[src/rtl/core/btfc_pkg.sv]
// btfc_pkg: shared types and constants of the boundary-tag free engine
// holds action codes, header flag constants, controller states and the
// command and status structs between controller and datapath; no dependencies
package btfc_pkg;

   // request action codes
   typedef enum logic [1:0] {
      ACT_WRITE = 2'd0,
      ACT_READ  = 2'd1,
      ACT_FREE  = 2'd2,
      ACT_NONE  = 2'd3
   } action_type;

   // header flag masks and the end mark
   localparam logic [31:0] BUSY_MASK      = 32'h0000_0001;
   localparam logic [31:0] PREV_BUSY_MASK = 32'h0000_0002;
   localparam logic [31:0] END_MARK       = 32'h0000_0001;

   // controller states, one-hot
   typedef enum logic [12:0] {
      ST_IDLE     = 13'h0001,
      ST_RD_DATA  = 13'h0002,
      ST_F_HDR    = 13'h0004,
      ST_F_NXT_RD = 13'h0008,
      ST_F_NXT    = 13'h0010,
      ST_F_FOL_RD = 13'h0020,
      ST_F_FOL    = 13'h0040,
      ST_F_HD2_RD = 13'h0080,
      ST_F_HD2    = 13'h0100,
      ST_F_PSZ    = 13'h0200,
      ST_F_PHDR   = 13'h0400,
      ST_F_FTR    = 13'h0800,
      ST_DONE     = 13'h1000
   } state_type;

   // heap byte address sources
   typedef enum logic [2:0] {
      ADDR_REQ       = 3'd0,
      ADDR_START     = 3'd1,
      ADDR_BLK       = 3'd2,
      ADDR_NEXT      = 3'd3,
      ADDR_BLK_M4    = 3'd4,
      ADDR_PREV_CALC = 3'd5,
      ADDR_PREV      = 3'd6,
      ADDR_FOOTER    = 3'd7
   } addr_sel_type;

   // heap write data sources
   typedef enum logic [2:0] {
      WD_REQ       = 3'd0,
      WD_CLR_BUSY  = 3'd1,
      WD_ADD_NEXT  = 3'd2,
      WD_CLR_PREV  = 3'd3,
      WD_ADD_HDR   = 3'd4,
      WD_SIZE      = 3'd5
   } wdata_sel_type;

   typedef struct packed {
      logic          start;
      logic          mem_rd;
      logic          mem_wr;
      addr_sel_type  addr_sel;
      wdata_sel_type wd_sel;
      logic          hdr_ld_wdata;
      logic          hdr_ld_rdata;
      logic          prev_ld;
      logic          blk_ld_prev;
      logic          set_merge_next;
      logic          set_merge_prev;
      logic          res_ld;
      logic          out_ld;
   } dp_cmd_type;

   typedef struct packed {
      logic rd_busy;
      logic rd_prev_busy;
      logic rd_end_mark;
   } dp_status_type;

endpackage

[src/rtl/core/btfc_dpath.sv]
// btfc_dpath: address and data path of the free engine
// block, header and previous-block registers, heap address and write data
// selection, result and response registers; uses btfc_pkg
module btfc_dpath import btfc_pkg::*; #(
   parameter int HEAP_BYTES = 4096,
   parameter int FLAG_BITS  = 3
) (
   input  logic                                clock,
   input  dp_cmd_type                          cmd,
   output dp_status_type                       status,
   input  logic [11:0]                         req_address,
   input  logic [31:0]                         req_write_data,
   output logic                                mem_en,
   output logic                                mem_we,
   output logic [$clog2(HEAP_BYTES/4)-1:0]     mem_addr,
   output logic [31:0]                         mem_wdata,
   input  logic [31:0]                         mem_rdata,
   output logic [31:0]                         rsp_read_data,
   output logic [1:0]                          rsp_merged
);

   // heap depth is a power of two, so word index wrap is a bit slice
   localparam int IDX_W  = $clog2(HEAP_BYTES / 4);
   localparam int ADDR_W = IDX_W + 2;
   localparam logic [31:0] FLAG_MASK = 32'((1 << FLAG_BITS) - 1);

   logic [ADDR_W-1:0] blk_ff, blk_in;
   logic [ADDR_W-1:0] prev_ff, prev_in;
   logic [31:0]       hdr_ff, hdr_in;
   logic [1:0]        merged_ff, merged_in;
   logic [31:0]       res_ff, res_in;
   logic [31:0]       rsp_data_ff, rsp_data_in;
   logic [1:0]        rsp_merged_ff, rsp_merged_in;

   logic [ADDR_W-1:0] req_addr_ext;
   logic [ADDR_W-1:0] start_addr;
   logic [31:0]       hdr_size;
   logic [31:0]       rd_size;
   logic [ADDR_W-1:0] hdr_size_a;
   logic [ADDR_W-1:0] next_addr;
   logic [ADDR_W-1:0] prev_calc;
   logic [ADDR_W-1:0] byte_addr;

   // address arithmetic, wrapping inside the heap
   assign req_addr_ext = ADDR_W'(req_address);
   assign start_addr   = req_addr_ext - ADDR_W'(4);
   assign hdr_size     = hdr_ff & ~FLAG_MASK;
   assign rd_size      = mem_rdata & ~FLAG_MASK;
   assign hdr_size_a   = hdr_size[ADDR_W-1:0];
   assign next_addr    = blk_ff + hdr_size_a;
   assign prev_calc    = blk_ff - mem_rdata[ADDR_W-1:0];

   // heap address select
   always_comb begin
      case (cmd.addr_sel)
         ADDR_REQ:       byte_addr = req_addr_ext;
         ADDR_START:     byte_addr = start_addr;
         ADDR_BLK:       byte_addr = blk_ff;
         ADDR_NEXT:      byte_addr = next_addr;
         ADDR_BLK_M4:    byte_addr = blk_ff - ADDR_W'(4);
         ADDR_PREV_CALC: byte_addr = prev_calc;
         ADDR_PREV:      byte_addr = prev_ff;
         ADDR_FOOTER:    byte_addr = next_addr - ADDR_W'(4);
         default:        byte_addr = blk_ff;
      endcase
   end

   // heap write data select
   always_comb begin
      case (cmd.wd_sel)
         WD_REQ:      mem_wdata = req_write_data;
         WD_CLR_BUSY: mem_wdata = mem_rdata & ~BUSY_MASK;
         WD_ADD_NEXT: mem_wdata = hdr_ff + rd_size;
         WD_CLR_PREV: mem_wdata = mem_rdata & ~PREV_BUSY_MASK;
         WD_ADD_HDR:  mem_wdata = mem_rdata + hdr_size;
         WD_SIZE:     mem_wdata = hdr_size;
         default:     mem_wdata = hdr_size;
      endcase
   end

   assign mem_en   = cmd.mem_rd | cmd.mem_wr;
   assign mem_we   = cmd.mem_wr;
   assign mem_addr = byte_addr[ADDR_W-1:2];

   // flags of the word just read
   assign status.rd_busy      = (mem_rdata & BUSY_MASK) != 32'd0;
   assign status.rd_prev_busy = (mem_rdata & PREV_BUSY_MASK) != 32'd0;
   assign status.rd_end_mark  = mem_rdata == END_MARK;

   // working registers
   always_comb begin
      blk_in        = blk_ff;
      prev_in       = prev_ff;
      hdr_in        = hdr_ff;
      merged_in     = merged_ff;
      res_in        = res_ff;
      rsp_data_in   = rsp_data_ff;
      rsp_merged_in = rsp_merged_ff;
      if (cmd.start) begin
         blk_in    = start_addr;
         merged_in = 2'b00;
         res_in    = 32'd0;
      end
      if (cmd.hdr_ld_wdata) begin
         hdr_in = mem_wdata;
      end
      if (cmd.hdr_ld_rdata) begin
         hdr_in = mem_rdata;
      end
      if (cmd.prev_ld) begin
         prev_in = prev_calc;
      end
      if (cmd.blk_ld_prev) begin
         blk_in = prev_ff;
      end
      if (cmd.set_merge_next) begin
         merged_in[0] = 1'b1;
      end
      if (cmd.set_merge_prev) begin
         merged_in[1] = 1'b1;
      end
      if (cmd.res_ld) begin
         res_in = mem_rdata;
      end
      if (cmd.out_ld) begin
         rsp_data_in   = res_ff;
         rsp_merged_in = merged_ff;
      end
   end

   always_ff @(posedge clock) begin
      blk_ff        <= blk_in;
      prev_ff       <= prev_in;
      hdr_ff        <= hdr_in;
      merged_ff     <= merged_in;
      res_ff        <= res_in;
      rsp_data_ff   <= rsp_data_in;
      rsp_merged_ff <= rsp_merged_in;
   end

   assign rsp_read_data = rsp_data_ff;
   assign rsp_merged    = rsp_merged_ff;

endmodule

[config.mk]
export PLATFORM = sky130hd
export DESIGN_NAME = btfc_dpath
export DESIGN_NICKNAME = d
export VERILOG_FILES = /design/src/rtl/core/btfc_pkg.sv /design/src/rtl/core/btfc_dpath.sv
export SDC_FILE = /design/constraint.sdc
export NUM_CORES = 1
export LEC_CHECK = 0
export BUFFER_PORTS_ARGS = -buffer_cell sky130_fd_sc_hd__buf_4
export CELL_PAD_IN_SITES_DETAIL_PLACEMENT = 0
export CELL_PAD_IN_SITES_GLOBAL_PLACEMENT = 1
export CORE_UTILIZATION = 35
export DETAILED_ROUTE_END_ITERATION = 10
export GPL_TIMING_DRIVEN = 0
export HOLD_SLACK_MARGIN = 0.12
export PLACE_DENSITY_LB_ADDON = 0.1
export SLEW_MARGIN = 20
export SYNTH_ARGS = -nofsm -noshare
export SYNTH_HDL_FRONTEND = slang
export SYNTH_SLANG_ARGS = --single-unit
[constraint.sdc]
create_clock -name clock -period 9 [get_ports clock]
set_input_delay 2.25 -clock clock [delete_from_list [all_inputs] [get_ports clock]]
set_output_delay 2.25 -clock clock [all_outputs]
set_load 0.005 [all_outputs]
==> results of run 1 <==
[through the flow]
stage	hold WS (ns)	total power (uW)
after floorplan	0.400	1240
after global placement	0.401	1540
after detailed placement	0.405	1550
after CTS	0.419	2270
after global routing	0.422	2380
final	0.418	2270
[power groups by stage]
stage	registers (uW)	logic, uW	clock network, uW
2_1_floorplan	758	481	0
3_3_place_gp	776	768	0
3_5_place_dp	777	768	0
4_1_cts	765	773	732
5_1_grt	774	855	749
6_report	766	781	720
[routing by layer]
layer	wire (um)	part of all wire	global-route usage
met1	17000	0.47	0.373
met2	16200	0.44	0.409
met3	2460	0.067	0.0487
met4	820	0.022	0.0817
met5	0	0	0
[final timing paths]
kind                start          endpoint  cells past startpoint
max          mem_rdata[3]     mem_wdata[29]                     13
min             res_ff[4]  rsp_read_data[4]                      0
max reg2reg     hdr_ff[3]        hdr_ff[29]                     11
min reg2reg     res_ff[4]  rsp_read_data[4]                      0
[worst max-delay path, delay by kind of cell]
kind            cells  cell delay, ns
compound gates      4            1.17
fa+ha+maj           2            0.63
simple gates        4            0.97
buf+inv             3            0.40
[area by class of cell]
type | count | area, sq um | area share
Inverter | 47 | 176 | 0.0150
Clock inverter | 13 | 154 | 0.0131
Buffer | 59 | 241 | 0.0205
Clock buffer | 19 | 433 | 0.0368
Multi-Input combinational cell | 805 | 5370 | 0.456
Tap cell | 335 | 419 | 0.0356
Timing Repair Buffer | 170 | 1280 | 0.108
Sequential cell | 124 | 3700 | 0.315
[cell usage after synthesis, types with 17 or more instances]
library cell and instances:
mux2_2 21, inv_1 46, a221oi_1 17, and2_1 35, xnor2_1 33, clkbuf_1 49
nand2_1 82, nor2_1 90, nor3_1 41, ha_1 49, edfxtp_1 122, mux2i_1 21
o21ai_0 69, nand3_1 29, a21oi_1 73
[cell families after synthesis]
| family | after synthesis | synth area share |
|---|---|---|
| AND/OR/NAND/NOR | 358 | 0.184 |
| multiplexers | 44 | 0.0518 |
| XOR/XNOR | 46 | 0.0441 |
| buffers and inverters | 106 | 0.0441 |
| AO/OA/AOI/OAI | 305 | 0.215 |
| flip-flops | 124 | 0.390 |
| adder cells (fa/ha/maj) | 52 | 0.0710 |
[flip-flops by register name (all words and copies together) (netlist names)]
signal	flops
hdr_ff	32
rsp_merged	2
blk_ff	12
prev_ff	12
res_ff	32
merged_ff	2
rsp_read_data	32
==> qor.txt, run 1 <==
Worst-path cell with the longest stage delay: nor3_1
Initial antenna violation count: 0
# DRC: 0
Hold buffers post-CTS: 0
Drt first pass iters: 5
Most frequent CP cell: buf_4
Sw power: 806 uW
Fin nets: 1370
First-pass GRT wire length: 54600 um
Top FF cell, synth: edfxtp_1
Dpl cells: 1540
Post-synth net total: 1181
FILL cells: 2647
Asr flop ratio synth: 0
Crit-path cells: buf_4 > ha_1 > inv_1 > fa_1 > nand2b_1 > a21oi_1 > o21ai_0 > o2bb2ai_1 > a21boi_0 > nor4_1 > nor3_1 > nor2_1 > buf_4
CTS tree: done
FF+latch count, synth: 124
Static leakage: 0.00475 uW
Post-synth EDFFs: 122
Worst-Skew Late Latency: 0.43 ns
Status: finished clean
H-tree levels: 4
Cell count after synthesis: 1035
Routability congestion estimate: 0.929
Synth top area cells: edfxtp_1, ha_1, a21oi_1, o21ai_0, nor2_1
Cells resized by post-CTS repair: 0
Grt total ovfl: 0
Clk slew on worst S/H paths: 0.06 ns
Vias in the first global route: 8826
Initial DRC count: 648
CTS max path bufs: 2
Sequential-to-total area share from yosys stat: 0.390
Sw Ratio: 0.355
P_int: 1460 uW
Min-delay worst type: reg2reg
Via density: 5.71
CTS Buf Count: 17
Core area: 26400 sq um
Starting Density: 0.360
Most common cell after layout, fill and taps aside: buf_4
Clock network power share: 0.318
Routed Antenna Nets: 0
Clock Sinks: 124
Yosys warning count: 0
Std-Cell Rows: 59
Post-placement setup slack: 1.51 ns
Post-Syn Area: 9490 sq um
Minimum clock period: 7.68 ns
Critical Path Max Stage Delay: 0.53 ns
Fmax: 130 MHz
PD cells: 193 nW/um^2
GRT Util Overall: 0.264
Final hold vios: 0
Final setup skew: 0.0143 ns
Die area: 27800 sq um
Reg2reg setup slack: 5.45 ns
Average wire per standard cell: 23.2 um
Diodes inserted: 0
Setup violations, final: 0
I/O Buffers: 170
Area fraction of the dominant cell type after synthesis: 0.386
CP Capture Type: output pin
Top cell type by total area after synthesis: edfxtp_1
Routed WL: 36500 um
Post-CTS Repair Setup Buffers: 0
Via count: 8975
Peak VDD IR: 0.101 mV
Max-cap check violation count: 0
CTS root buf: clkbuf_16
Comb power frac: 0.345
WS Path Type: in2out
I/O pin total: 175
Register share of total power: 0.338
Chip width: 167 um
Largest net degree at the start of global routing: 35
Slew HR: 0.368
Critical path arrival: 5.43 ns
Hpwl dp: 27900 um
RSZ-0062 raised after global routing: false
Period utilisation layout: 0.854
Syn Area/Cell: 9.17 sq um
Post-DP Area: 11200 sq um
Most frequent cells in the layout: buf_4, edfxtp_1, nor2_1
Layout cells sized above 1: 0.206
Max-slew violation count: 0
Distinct cells, synth: 73
Final WS setup: 1.32 ns
Die height: 167 um
Layout area overhead: 24.1%
Setup TNS: 0 ns
Non-Filler Instances: 1572
Post-route cell area: 11800 sq um
Critical Path RT: 6.75 ns
Startpoint types: primary input
Slew @ Worst Pin: 0.948 ns
Crit Path Max Fanout: 6
Final core utilization: 0.447
(Power assumes the default switching activity.)
==> run 2, diff against run 1 <==
CELL_PAD_IN_SITES_DETAIL_PLACEMENT = 1   (was 0)
GPL_TIMING_DRIVEN = unset   (was 0)
clock period = 9.9 ns   (was 9 ns; I/O delays follow)
==> qor.txt, run 2 (same netlist as run 1, synthesis figures left out) <==
Fmax: 128 MHz
Most frequent cells in the layout: buf_4, edfxtp_1, nor2_1 (unchanged)
Drt first pass iters: 6 (was 5)
Clk slew on worst S/H paths: 0.06 ns (about the same)
Met1 Wirelength: 16300 um (was 17000 um)
Static leakage: 0.00466 uW (was 0.00475 uW)
Dpl cells: 1487 (was 1540)
RR Startpoint: hdr_ff[3] (unchanged)
CTS root buf: clkbuf_16 (unchanged)
Worst-Skew Late Latency: 0.43 ns (about the same)
Initial antenna violation count: 0 (unchanged)
Min-delay src: res_ff[17] (was res_ff[4])
Comb power frac: 0.351 (was 0.345)
Die height: 167 um (unchanged)
Layout area overhead: 21.5% (was 24.1%)
Post-placement setup slack: 2.11 ns (was 1.51 ns)
Cells resized by post-CTS repair: 0 (unchanged)
Initial DRC count: 612 (was 648)
Grt total ovfl: 0 (unchanged)
# DRC: 0 (unchanged)
Die area: 27800 sq um (unchanged)
RSZ-0062 raised after global routing: false (unchanged)
Post-CTS Repair Setup Buffers: 0 (unchanged)
Setup violations, final: 0 (unchanged)
Hold buffers post-CTS: 0 (unchanged)
Vias in the first global route: 8831 (was 8826)
CP Capture Type: output pin (unchanged)
Slew HR: 0.295 (was 0.368)
Crit Path Max Fanout: 6 (unchanged)
Hold WS: 0.410 ns (was 0.418 ns)
Core area: 26400 sq um (unchanged)
Final hold vios: 0 (unchanged)
Status: finished clean (unchanged)
Crit path from: mem_rdata[3] (unchanged)
Routability congestion estimate: 0.845 (was 0.929)
WL met3: 1840 um (was 2460 um)
PD cells: 171 nW/um^2 (was 193 nW/um^2)
I/O pin total: 175 (unchanged)
Critical path arrival: 5.32 ns (was 5.43 ns)
Most common cell after layout, fill and taps aside: buf_4 (unchanged)
Peak VDD IR: 0.0845 mV (was 0.101 mV)
H-tree levels: 4 (unchanged)
GRT Util Overall: 0.247 (was 0.264)
Average wire per standard cell: 22.3 um (was 23.2 um)
Sw Ratio: 0.356 (was 0.355)
Chip width: 167 um (unchanged)
I/O Buffers: 174 (was 170)
P_int: 1270 uW (was 1460 uW)
Slew @ Worst Pin: 1.05 ns (was 0.948 ns)
CTS tree: done (unchanged)
Critical Path RT: 7.43 ns (was 6.75 ns)
Sw power: 703 uW (was 806 uW)
Starting Density: 0.360 (unchanged)
Diodes inserted: 0 (unchanged)
Layout cells sized above 1: 0.212 (was 0.206)
Routed Antenna Nets: 0 (unchanged)
Period utilisation layout: 0.787
CTS max path bufs: 2 (unchanged)
Hpwl dp: 25600 um (was 27900 um)
Routed WL: 33900 um (was 36500 um)
Startpoint types: primary input (unchanged)
Clock Sinks: 124 (unchanged)
CTS Buf Count: 17 (unchanged)
First-pass GRT wire length: 52500 um (was 54600 um)
Fin nets: 1317 (was 1370)
Setup TNS: 0 ns (unchanged)
Std-Cell Rows: 59 (unchanged)
Clock network power share: 0.295 (was 0.318)
Minimum clock period: 7.80 ns
Final WS setup: 2.10 ns (was 1.32 ns)
Via count: 8715 (was 8975)
Pwr Total: 1980 uW (was 2270 uW)
Min-delay worst type: reg2reg (unchanged)
Via density: 5.74 (was 5.71)
Non-Filler Instances: 1519 (was 1572)
Routed wl met2: 15300 um (was 16200 um)
Top Layer Used: met4 (unchanged)
Max-slew violation count: 0 (unchanged)
Final setup skew: 0.0166 ns (was 0.0143 ns)
Max-cap check violation count: 0 (unchanged)
Register share of total power: 0.354 (was 0.338)
Largest net degree at the start of global routing: 43 (was 35)
WS Path Type: in2out (unchanged)
## run 2: changes by cell type in the layout (fill, tap and decap cells not counted), sizes merged
cell	before	now
clkinvlp	1	3
bufinv	2	0
clkinv	3	5
inv	54	53
buf	178	176
clkbuf	70	18
## run 2: power by group through the flow
stage                     sequential, uW  clock, uW  combinational (uW)
after floorplan                      689          0                 438
after CTS                            699        593                 691
after global placement               708          0                 678
after global routing                 706        612                 762
final                                699        583                 693
after detailed placement             709          0                 687
## run 2: final cells by class
type	count	area [sq um]
multi-input combinational	805	5370
sequential	124	3700
inverter	47	176
clock inverter	14	110
clock buffer	18	429
tap	335	419
fill	3057	14800
timing repair buffer	176	1320
## run 2: critical path, stage by stage
cell	delay, ns
buf_4	0.13
ha_1	0.18
inv_1	0.06
fa_1	0.41
nand2b_1	0.19
a21oi_1	0.28
o31ai_1	0.19
a211oi_2	0.37
o2111ai_1	0.27
a31o_2	0.28
xor3_1	0.17
o21ai_0	0.18
buf_4	0.15
## run 2: per-stage QoR
step / cell area, sq um / utilization
global placement: 11000 / 0.417
global route: 11500 / 0.437
CTS: 11500 / 0.437
detailed placement: 11000 / 0.417
floorplan: 9490 / -
finish: 11500 / 0.437
## run 2: worst paths after layout
path	to	slack, ns	cells past startpoint
hold reg to reg	rsp_read_data[17]	0.41	0
setup reg to reg	hdr_ff[27]	6.67	11
setup / recovery	mem_wdata[31]	2.10	13
hold / removal	rsp_read_data[17]	0.41	0
## run 2: per-layer routing
layer / vias to the layer above / track usage
met2: 244 / 0.390
met1: 4288 / 0.347
li1: 4157 / -
met5: - / 0
met4: 0 / 0.0616
met3: 26 / 0.0461
