[src/rtl/core/btfc_pkg.sv]
// btfc_pkg: shared types and constants of the boundary-tag free engine
// holds action codes, header flag constants, controller states and the
// command and status structs between controller and datapath; no dependencies
package btfc_pkg;

   // request action codes
   typedef enum logic [1:0] {
      ACT_WRITE = 2'd0,
      ACT_READ  = 2'd1,
      ACT_FREE  = 2'd2,
      ACT_NONE  = 2'd3
   } action_type;

   // header flag masks and the end mark
   localparam logic [31:0] BUSY_MASK      = 32'h0000_0001;
   localparam logic [31:0] PREV_BUSY_MASK = 32'h0000_0002;
   localparam logic [31:0] END_MARK       = 32'h0000_0001;

   // controller states, one-hot
   typedef enum logic [12:0] {
      ST_IDLE     = 13'h0001,
      ST_RD_DATA  = 13'h0002,
      ST_F_HDR    = 13'h0004,
      ST_F_NXT_RD = 13'h0008,
      ST_F_NXT    = 13'h0010,
      ST_F_FOL_RD = 13'h0020,
      ST_F_FOL    = 13'h0040,
      ST_F_HD2_RD = 13'h0080,
      ST_F_HD2    = 13'h0100,
      ST_F_PSZ    = 13'h0200,
      ST_F_PHDR   = 13'h0400,
      ST_F_FTR    = 13'h0800,
      ST_DONE     = 13'h1000
   } state_type;

   // heap byte address sources
   typedef enum logic [2:0] {
      ADDR_REQ       = 3'd0,
      ADDR_START     = 3'd1,
      ADDR_BLK       = 3'd2,
      ADDR_NEXT      = 3'd3,
      ADDR_BLK_M4    = 3'd4,
      ADDR_PREV_CALC = 3'd5,
      ADDR_PREV      = 3'd6,
      ADDR_FOOTER    = 3'd7
   } addr_sel_type;

   // heap write data sources
   typedef enum logic [2:0] {
      WD_REQ       = 3'd0,
      WD_CLR_BUSY  = 3'd1,
      WD_ADD_NEXT  = 3'd2,
      WD_CLR_PREV  = 3'd3,
      WD_ADD_HDR   = 3'd4,
      WD_SIZE      = 3'd5
   } wdata_sel_type;

   typedef struct packed {
      logic          start;
      logic          mem_rd;
      logic          mem_wr;
      addr_sel_type  addr_sel;
      wdata_sel_type wd_sel;
      logic          hdr_ld_wdata;
      logic          hdr_ld_rdata;
      logic          prev_ld;
      logic          blk_ld_prev;
      logic          set_merge_next;
      logic          set_merge_prev;
      logic          res_ld;
      logic          out_ld;
   } dp_cmd_type;

   typedef struct packed {
      logic rd_busy;
      logic rd_prev_busy;
      logic rd_end_mark;
   } dp_status_type;

endpackage

[src/rtl/core/btfc_ctrl.sv]
// btfc_ctrl: sequencer of the free engine
// steps each request through its heap accesses and owns the response valid;
// uses btfc_pkg
module btfc_ctrl import btfc_pkg::*; (
   input  logic          clock,
   input  logic          reset,
   input  logic          req_valid,
   output logic          req_ready,
   input  logic [1:0]    req_action,
   input  logic          req_addr_zero,
   output logic          rsp_valid,
   input  logic          rsp_ready,
   output dp_cmd_type    cmd,
   input  dp_status_type status
);

   state_type state_ff, state_in;
   logic      rsp_valid_ff, rsp_valid_in;
   logic      accept;

   assign req_ready = state_ff == ST_IDLE;
   assign accept    = req_valid & req_ready;

   // next state and datapath commands
   always_comb begin
      state_in = state_ff;
      cmd      = '0;
      case (state_ff)
         ST_IDLE: begin
            if (accept) begin
               cmd.start = 1'b1;
               case (req_action)
                  ACT_WRITE: begin
                     cmd.mem_wr   = 1'b1;
                     cmd.addr_sel = ADDR_REQ;
                     cmd.wd_sel   = WD_REQ;
                     state_in     = ST_DONE;
                  end
                  ACT_READ: begin
                     cmd.mem_rd   = 1'b1;
                     cmd.addr_sel = ADDR_REQ;
                     state_in     = ST_RD_DATA;
                  end
                  ACT_FREE: begin
                     if (req_addr_zero) begin
                        state_in = ST_DONE;
                     end else begin
                        cmd.mem_rd   = 1'b1;
                        cmd.addr_sel = ADDR_START;
                        state_in     = ST_F_HDR;
                     end
                  end
                  default: begin
                     state_in = ST_DONE;
                  end
               endcase
            end
         end
         ST_RD_DATA: begin
            cmd.res_ld = 1'b1;
            state_in   = ST_DONE;
         end
         // clear busy in the header
         ST_F_HDR: begin
            cmd.mem_wr       = 1'b1;
            cmd.addr_sel     = ADDR_BLK;
            cmd.wd_sel       = WD_CLR_BUSY;
            cmd.hdr_ld_wdata = 1'b1;
            state_in         = ST_F_NXT_RD;
         end
         ST_F_NXT_RD: begin
            cmd.mem_rd   = 1'b1;
            cmd.addr_sel = ADDR_NEXT;
            state_in     = ST_F_NXT;
         end
         // merge a free next block
         ST_F_NXT: begin
            if (!status.rd_busy && !status.rd_end_mark) begin
               cmd.mem_wr         = 1'b1;
               cmd.addr_sel       = ADDR_BLK;
               cmd.wd_sel         = WD_ADD_NEXT;
               cmd.hdr_ld_wdata   = 1'b1;
               cmd.set_merge_next = 1'b1;
            end
            state_in = ST_F_FOL_RD;
         end
         ST_F_FOL_RD: begin
            cmd.mem_rd   = 1'b1;
            cmd.addr_sel = ADDR_NEXT;
            state_in     = ST_F_FOL;
         end
         // clear previous-busy of the following block
         ST_F_FOL: begin
            if (!status.rd_end_mark) begin
               cmd.mem_wr   = 1'b1;
               cmd.addr_sel = ADDR_NEXT;
               cmd.wd_sel   = WD_CLR_PREV;
            end
            state_in = ST_F_HD2_RD;
         end
         ST_F_HD2_RD: begin
            cmd.mem_rd   = 1'b1;
            cmd.addr_sel = ADDR_BLK;
            state_in     = ST_F_HD2;
         end
         // previous block free: fetch its size from the footer
         ST_F_HD2: begin
            cmd.hdr_ld_rdata = 1'b1;
            if (!status.rd_prev_busy) begin
               cmd.mem_rd   = 1'b1;
               cmd.addr_sel = ADDR_BLK_M4;
               state_in     = ST_F_PSZ;
            end else begin
               state_in = ST_F_FTR;
            end
         end
         ST_F_PSZ: begin
            cmd.prev_ld  = 1'b1;
            cmd.mem_rd   = 1'b1;
            cmd.addr_sel = ADDR_PREV_CALC;
            state_in     = ST_F_PHDR;
         end
         // merge into a free previous block
         ST_F_PHDR: begin
            if (!status.rd_busy) begin
               cmd.mem_wr         = 1'b1;
               cmd.addr_sel       = ADDR_PREV;
               cmd.wd_sel         = WD_ADD_HDR;
               cmd.hdr_ld_wdata   = 1'b1;
               cmd.blk_ld_prev    = 1'b1;
               cmd.set_merge_prev = 1'b1;
            end
            state_in = ST_F_FTR;
         end
         // footer of the merged block
         ST_F_FTR: begin
            cmd.mem_wr   = 1'b1;
            cmd.addr_sel = ADDR_FOOTER;
            cmd.wd_sel   = WD_SIZE;
            state_in     = ST_DONE;
         end
         // hand the result to the response register once it is free
         ST_DONE: begin
            if (!rsp_valid_ff || rsp_ready) begin
               cmd.out_ld = 1'b1;
               state_in   = ST_IDLE;
            end
         end
         default: begin
            state_in = ST_IDLE;
         end
      endcase
   end

   // response valid
   always_comb begin
      rsp_valid_in = rsp_valid_ff;
      if (rsp_ready) begin
         rsp_valid_in = 1'b0;
      end
      if (cmd.out_ld) begin
         rsp_valid_in = 1'b1;
      end
   end

   always_ff @(posedge clock) begin
      if (reset) begin
         state_ff     <= ST_IDLE;
         rsp_valid_ff <= 1'b0;
      end else begin
         state_ff     <= state_in;
         rsp_valid_ff <= rsp_valid_in;
      end
   end

   assign rsp_valid = rsp_valid_ff;

   // a nonzero free starts with the header fetch
   a_free_start: assert property (@(posedge clock) disable iff (reset)
      accept && req_action == ACT_FREE && !req_addr_zero |=> state_ff == ST_F_HDR)
      else $error("free did not start with header fetch");

   // a result never overwrites one still waiting
   a_no_overwrite: assert property (@(posedge clock) disable iff (reset)
      cmd.out_ld |-> (!rsp_valid_ff || rsp_ready))
      else $error("response overwritten");

   // previous-size fetch only follows the second header read
   a_psz_order: assert property (@(posedge clock) disable iff (reset)
      state_ff == ST_F_PSZ |-> $past(state_ff) == ST_F_HD2)
      else $error("footer fetch out of order");

   // a response appears only out of the done state
   a_rsp_source: assert property (@(posedge clock) disable iff (reset)
      $rose(rsp_valid_ff) |-> $past(state_ff) == ST_DONE)
      else $error("response raised outside done state");

endmodule

[config.mk]
export PLATFORM = sky130hd
export DESIGN_NAME = btfc_ctrl
export DESIGN_NICKNAME = d
export VERILOG_FILES = /design/src/rtl/core/btfc_pkg.sv /design/src/rtl/core/btfc_ctrl.sv
export SDC_FILE = /design/constraint.sdc
export NUM_CORES = 1
export LEC_CHECK = 0
export ABC_AREA = 1
export BUFFER_PORTS_ARGS = -buffer_cell sky130_fd_sc_hd__buf_2
export CAP_MARGIN = 0
export CORE_AREA = 5 5 60 62
export CTS_CLUSTER_DIAMETER = 100
export CTS_CLUSTER_SIZE = 24
export DETAILED_ROUTE_END_ITERATION = 16
export DIE_AREA = 0 0 65 67
export GPL_TIMING_DRIVEN = 0
export PLACE_DENSITY = 0.64
export REMOVE_ABC_BUFFERS = 1
export SYNTH_ARGS = -nofsm -noshare
export SYNTH_HDL_FRONTEND = slang
export SYNTH_SLANG_ARGS = --single-unit
[constraint.sdc]
create_clock -name clock -period 1.5 [get_ports clock]
set_clock_uncertainty 0.15 [all_clocks]
set_input_delay 0.15 -clock clock [delete_from_list [all_inputs] [get_ports clock]]
set_output_delay 0.15 -clock clock [all_outputs]
set_load 0.02 [all_outputs]
==> flow_metrics.py, run 1 <==
metrics = {
    "route": {
        "route.detailed.drc": 0,
        "vias_per_cell": 4.88,
        "wl_um": 4080,
        "route.vias.total": 1362,
        "wl_per_cell_um": 14.6,
        "ant_nets": 0,
        "dr.pass1.iters": 4,
        "drtIter0Drc": 27,
    },
    "placement": {
        "dp_hpwl_um": 2000,
        "portBuffers": 28,
        "gp_congestion": 0.820,
        "place_ws_ps": -306,
    },
    "synthesis": {
        "synth_seq_area_share_pct": 27.7,
        "ys_warn_count": 0,
        "syn-cell-area_um2": 1010,
        "syn_area_per_cell_um2": 5.85,
        "synth_cell_types": 18,
        "synth_top_area_cell": "dfxtp_1",
        "yosys-top-cells-area": "dfxtp_1, nand2_1, inv_1, nor2_1, nand3_1",
        "yosys.area.top_type_share_pct": 27.7,
        "postSynthCellCount": 173,
        "synth_seq_cells": 14,
    },
    "power_and_ir_drop": {
        "p_sw_uw": 483,
        "p_comb_share_pct": 47.3,
        "swShare_pct": 36.6,
        "pwr-share-seq_pct": 30.3,
        "finalPower_mw": 1.32,
        "max-vdd-ir-drop_mv": 0.446,
        "clkPwrFrac_pct": 22.3,
        "cellInternalPower_uw": 838,
        "power_leakage_nw": 1.12,
        "power.density_nw_per_um2": 662,
    },
    "setup_path": {
        "worst_setup_path_start_kind": "flip-flop",
        "end_kind": "output pin",
        "critical_path_class": "flip-flop to output pin",
        "cp.arrival_ps": 1780,
        "path_max_fanout": 4,
        "cp.required_ps": 1200,
    },
    "sta": {
        "relSlewSlack_pct": 80.5,
        "setup_tns_ps": -10000,
        "rsz0062_at_grt": "true",
        "period_needed_ps": 2080,
        "worstMarginPinSlew_ps": 292,
        "setup_viol": 30,
        "setup_slack_ps": -583,
        "max_freq_mhz": 480,
        "finalCritPeriodShare_pct": 139,
        "hold_viol_final": 1,
        "whs_ps": -9.19,
        "final_max_slew_viol_count": 0,
    },
    "clock_network": {
        "cts_buffer_depth": 2,
        "cts_tree": "built",
        "clock_latency_ps": 300,
        "numCtsBuffers": 3,
        "htree_levels": 1,
        "cts_root_buffer": "clkbuf_4",
        "cts_sinks": 14,
        "path_clk_slew_ps": 90,
    },
    "die": {
        "initial_utilization_pct": 34.0,
        "ios": 29,
        "rows": 20,
        "fp.dieW_um": 65,
        "coreArea_um2": 2980,
        "die_h_um": 67,
        "die_area_um2": 4360,
    },
    "final_layout": {
        "synthToLayoutAreaGrowth_pct": 97.3,
        "final_cell_mix": "buf_6, inv_1, buf_4",
        "register_area_um2": 299,
        "diodes": 0,
        "multi_input_comb_area_um2": 812,
        "drive_gt1_share_pct": 61.4,
        "fin_nets": 261,
        "n_fill_cell": 200,
        "final_common_cell": "buf_6",
    },
    "hold_path": {
        "holdCritPathClass": "input port to flip-flop",
    },
    "global_routing": {
        "grtUsageTotal_pct": 17.2,
        "grt_pass1_wl_um": 5790,
        "grt_pass1_vias": 1308,
        "antenna_found_initial": 0,
        "grt_start_max_net_pins": 9,
        "overflow": 0,
    },
    "outcome": {
        "violations": "negative hold slack, negative setup slack",
        "status": "complete, but fails checks",
    },
    "run": {
        "maxCapViolCount": 0,
    },
}
-- path summary, 6_finish.rpt --
path | from | endpoint | slack (ps) | depth (start not counted)
worst max-delay path | state_ff[2]$_SDFFE_PP0P_ | cmd[12] | -580 | 9
worst min-delay path | status[1] | state_ff[9]$_SDFFE_PP0P_ | -9 | 4
worst max register to register | state_ff[2]$_SDFFE_PP0P_ | state_ff[7]$_SDFFE_PP0P_ | -390 | 13
worst min register to register | rsp_valid$_SDFFE_PP0P_ | rsp_valid$_SDFFE_PP0P_ | 460 | 4
-- cell type report --
cell class	count	area share, %
inverters	40	8.40
well taps	33	2.07
clock buffers	4	1.82
repair buffers	71	32.1
multi-input cells	117	40.7
flip-flops and latches	14	15.0
-- cells in the mapped netlist, drive strengths merged --
| library cell | count |
|---|---|
| nand2 | 41 |
| inv | 40 |
| nor2 | 39 |
| nand3 | 15 |
| dfxtp | 14 |
| nand4 | 7 |
| nor3 | 6 |
| ha | 4 |
| buf | 2 |
| or2 | 2 |
| a21oi | 1 |
| nand3b | 1 |
| o21ai | 1 |
-- cells by family after synthesis --
logic type / Yosys count / share of synthesized area, %
buffers and inverters: 42 / 16.3
adders and majority gates: 4 / 4.94
and+or+nand+nor: 111 / 50.1
AOI/OAI and AO/OA: 2 / 0.988
DFF: 14 / 27.7
-- state kept, by name, indices dropped and copies added (netlist names) --
register   count
state_ff      13
rsp_valid      1
-- per-layer routing --
metal	part of all wire (%)	global-route usage [%]	vias to the layer above
met5	0	0	-
met4	3.9	8.18	0
met3	3.9	3.04	13
met2	51	31.3	39
met1	41	19.1	644
li1	-	-	666
-- stage by stage --
stage	area (um2)	util, %	std cells
floorplan	997	-	171
global placement	1180	39.6	232
detailed placement	1180	39.6	232
CTS	1760	59.2	271
global route	2000	67.1	279
finish	2000	67.1	279
-- power groups by stage --
stage / registers (mW) / clock network (mW) / logic, mW
floorplan: 0.402 / 0 / 0.183
global placement: 0.401 / 0 / 0.253
detailed placement: 0.401 / 0 / 0.254
CTS: 0.399 / 0.279 / 0.446
global route: 0.402 / 0.317 / 0.663
finish: 0.401 / 0.295 / 0.625
-- critical path, stage by stage (launching register included) --
cell	delay [ps]
dfxtp_2	360
nor2_4	170
nand2_4	90
nor2_4	160
nand2_2	90
or2_4	260
nand2_4	70
inv_2	50
nand4_1	80
buf_4	150
-- repair_timing --
action	4_1_cts	5_1_grt
hold buffers	1	0
hold endpoints to repair	6	0
endpoints found under the setup margin	28	29
gates resized for setup	95	48
buffers inserted	35	15
pin swaps	21	18
No activity file was read; power rests on OpenSTA's default activity.
==> run 2, diff against run 1 <==
- ABC_AREA: 1 -> 0
- CORE_AREA: 5 5 60 62 -> 4 4 64 66
- DIE_AREA: 0 0 65 67 -> 0 0 68 70
- PLACE_DENSITY: 0.64 -> 0.63
==> flow_metrics.py, run 2 <==
metrics = {
    "outcome": {
        "status": "complete, but fails checks",
        "violations": "negative setup slack",
    },
    "route": {
        "route.vias.total": 1477,
        "route.detailed.drc": 0,
        "wl_per_cell_um": 16.9,
        "dr.pass1.iters": 4,
        "wl_um": 4400,
        "ant_nets": 0,
        "vias_per_cell": 5.68,
        "drtIter0Drc": 64,
    },
    "placement": {
        "gp_congestion": 0.897,
        "dp_hpwl_um": 2490,
        "portBuffers": 28,
    },
    "global_routing": {
        "antenna_found_initial": 0,
        "grt_pass1_wl_um": 7230,
        "overflow": 0,
        "grt_start_max_net_pins": 13,
        "grtUsageTotal_pct": 19.6,
        "grt_pass1_vias": 1510,
    },
    "setup_path": {
        "crit_start": "state_ff[4]$_SDFFE_PP0P_",
        "path_max_fanout": 5,
        "crit_family": "simple AND/OR/NAND/NOR gates",
        "crit_path_max_incr_delay_ps": 610,
        "critical_path_class": "flip-flop to output pin",
        "cp.arrival_ps": 2070,
        "crit_buf_inv": 1,
        "worst_setup_path_start_kind": "flip-flop",
        "slowest_stage": "or4_4",
        "r2r_start": "state_ff[0]$_SDFFE_PP1P_",
        "crit_chain": "or4_4 -> nor4b_4 -> nand2_2 -> o211ai_1 -> buf_4",
        "cp.required_ps": 1200,
        "end_kind": "output pin",
    },
    "clock_network": {
        "cts_root_buffer": "clkbuf_4",
        "cts_sinks": 14,
        "htree_levels": 1,
        "clock_latency_ps": 290,
        "path_clk_slew_ps": 90,
        "cts_tree": "built",
        "numCtsBuffers": 3,
        "cts_buffer_depth": 2,
    },
    "hold_path": {
        "holdCritPathClass": "input port to flip-flop",
        "hp-start": "req_addr_zero",
    },
    "final_layout": {
        "n_fill_cell": 308,
        "diodes": 0,
        "largest_register_ffs": 13,
        "final_cell_mix": "buf_4, buf_6, nor2_1",
        "fin_nets": 227,
        "synthToLayoutAreaGrowth_pct": 69.0,
        "final_common_cell": "buf_4",
        "max_flop_register": "state_ff",
        "drive_gt1_share_pct": 56.1,
    },
    "power_and_ir_drop": {
        "power_leakage_nw": 0.865,
        "finalPower_mw": 1.35,
        "max-vdd-ir-drop_mv": 0.373,
        "power.density_nw_per_um2": 663,
    },
    "sta": {
        "setup_viol": 32,
        "relSlewSlack_pct": 66.4,
        "max_freq_mhz": 422,
        "finalCritPeriodShare_pct": 158,
        "period_needed_ps": 2370,
        "setup_slack_ps": -868,
        "hold_viol_final": 0,
        "rsz0062_at_grt": "true",
        "final_max_slew_viol_count": 0,
        "worstMarginPinSlew_ps": 499,
        "whs_ps": 35.5,
        "setup_tns_ps": -20700,
    },
    "synthesis": {
        "synth_seq_area_share_pct": 23.3,
        "synth_top_area_cell": "dfxtp_1",
        "ys_warn_count": 0,
        "synthFlopType": "dfxtp_1",
        "synth_commonest_cells": "nor2_1, dfxtp_1, clkbuf_1",
        "synth_cell_types": 44,
        "syn_area_per_cell_um2": 7.57,
        "postSynthCellCount": 159,
        "yosys.area.top_type_share_pct": 23.3,
        "synth_seq_cells": 14,
        "syn-cell-area_um2": 1200,
        "synth-edff-count": 0,
        "yosys-top-cells-area": "dfxtp_1, nor2_1, nor4b_1, ha_1, nor3_1",
        "yosysMostFrequentCell": "nor2_1",
        "synthArstFlopShare_pct": 0,
    },
    "die": {
        "rows": 22,
        "initial_utilization_pct": 33.6,
        "ios": 29,
        "die_area_um2": 4760,
        "die_h_um": 70,
        "fp.dieW_um": 68,
        "coreArea_um2": 3580,
    },
    "run": {
        "maxCapViolCount": 0,
    },
}
==> run 2: cell count changes after synthesis, sizes merged, moves of 8 or more <==
cell,previous run,this run
o21ai,1,9
nor4,0,8
nand2,41,4
inv,40,9
clkbuf,0,11
nor2,39,16
==> run 2: tightest hold or removal path, cell delays in order <==
cell and delay (ps):
buf_2 80, nand2b_1 160, nor3_1 60
==> run 2: what timing repair did <==
item                                    CTS  global route
pin swaps                                21             9
buffers inserted                         28            10
endpoints found under the setup margin   32            32
hold buffers                              3             0
resized for setup                        94            12
hold endpoints to repair                  2             0
==> run 2: area by class of cell <==
type | instances | area, um2 | area share (%)
tap | 48 | 60.1 | 2.95
clock buffer | 4 | 36.3 | 1.78
multi-input combinational | 120 | 1040 | 51.1
timing repair buffer | 65 | 557 | 27.4
inverter | 9 | 33.8 | 1.66
sequential | 14 | 308 | 15.1
==> run 2: stage by stage <==
stage / instance area (um2) / utilization (%) / cells / setup WS (ps)
final: 2030 / 56.9 / 260 / -868
after global routing: 2030 / 56.9 / 260 / -964
after CTS: 1940 / 54.3 / 254 / -842
after detailed placement: 1320 / 36.9 / 219 / -863
after global placement: 1320 / 36.9 / 219 / -837
after floorplan: 1120 / - / 143 / -1600
==> run 2: kinds of logic after synthesis <==
kind of cell | after synthesis | share of synthesized area (%)
DFF | 14 | 23.3
and+or+nand+nor | 88 | 46.9
AOI/OAI and AO/OA | 24 | 13.0
buffers and inverters | 25 | 9.77
xor gates and xnor gates | 4 | 2.91
adders and majority gates | 4 | 4.16
==> run 2: layer usage <==
metal	vias to the layer above	share of wire [%]	GRT usage (%)
li1	693	-	-
met1	694	41	25.0
met2	77	49	30.5
met3	13	6.9	2.57
met4	0	3.4	11.7
met5	-	0	0
==> run 2: worst paths after layout <==
check	endpoint	slack [ps]	depth (start not counted)
setup / recovery	cmd[11]	-870	5
hold / removal	state_ff[2]$_SDFFE_PP0P_	40	3
setup reg to reg	state_ff[6]$_SDFFE_PP0P_	-580	5
hold reg to reg	rsp_valid$_SDFFE_PP0P_	350	2
==> run 2: where the power goes <==
part	switching (mW)	internal (mW)	leakage, nW
clock	0.142	0.148	0.0210
combinational	0.324	0.331	0.725
sequential	0.0237	0.381	0.119
total	0.490	0.860	0.865
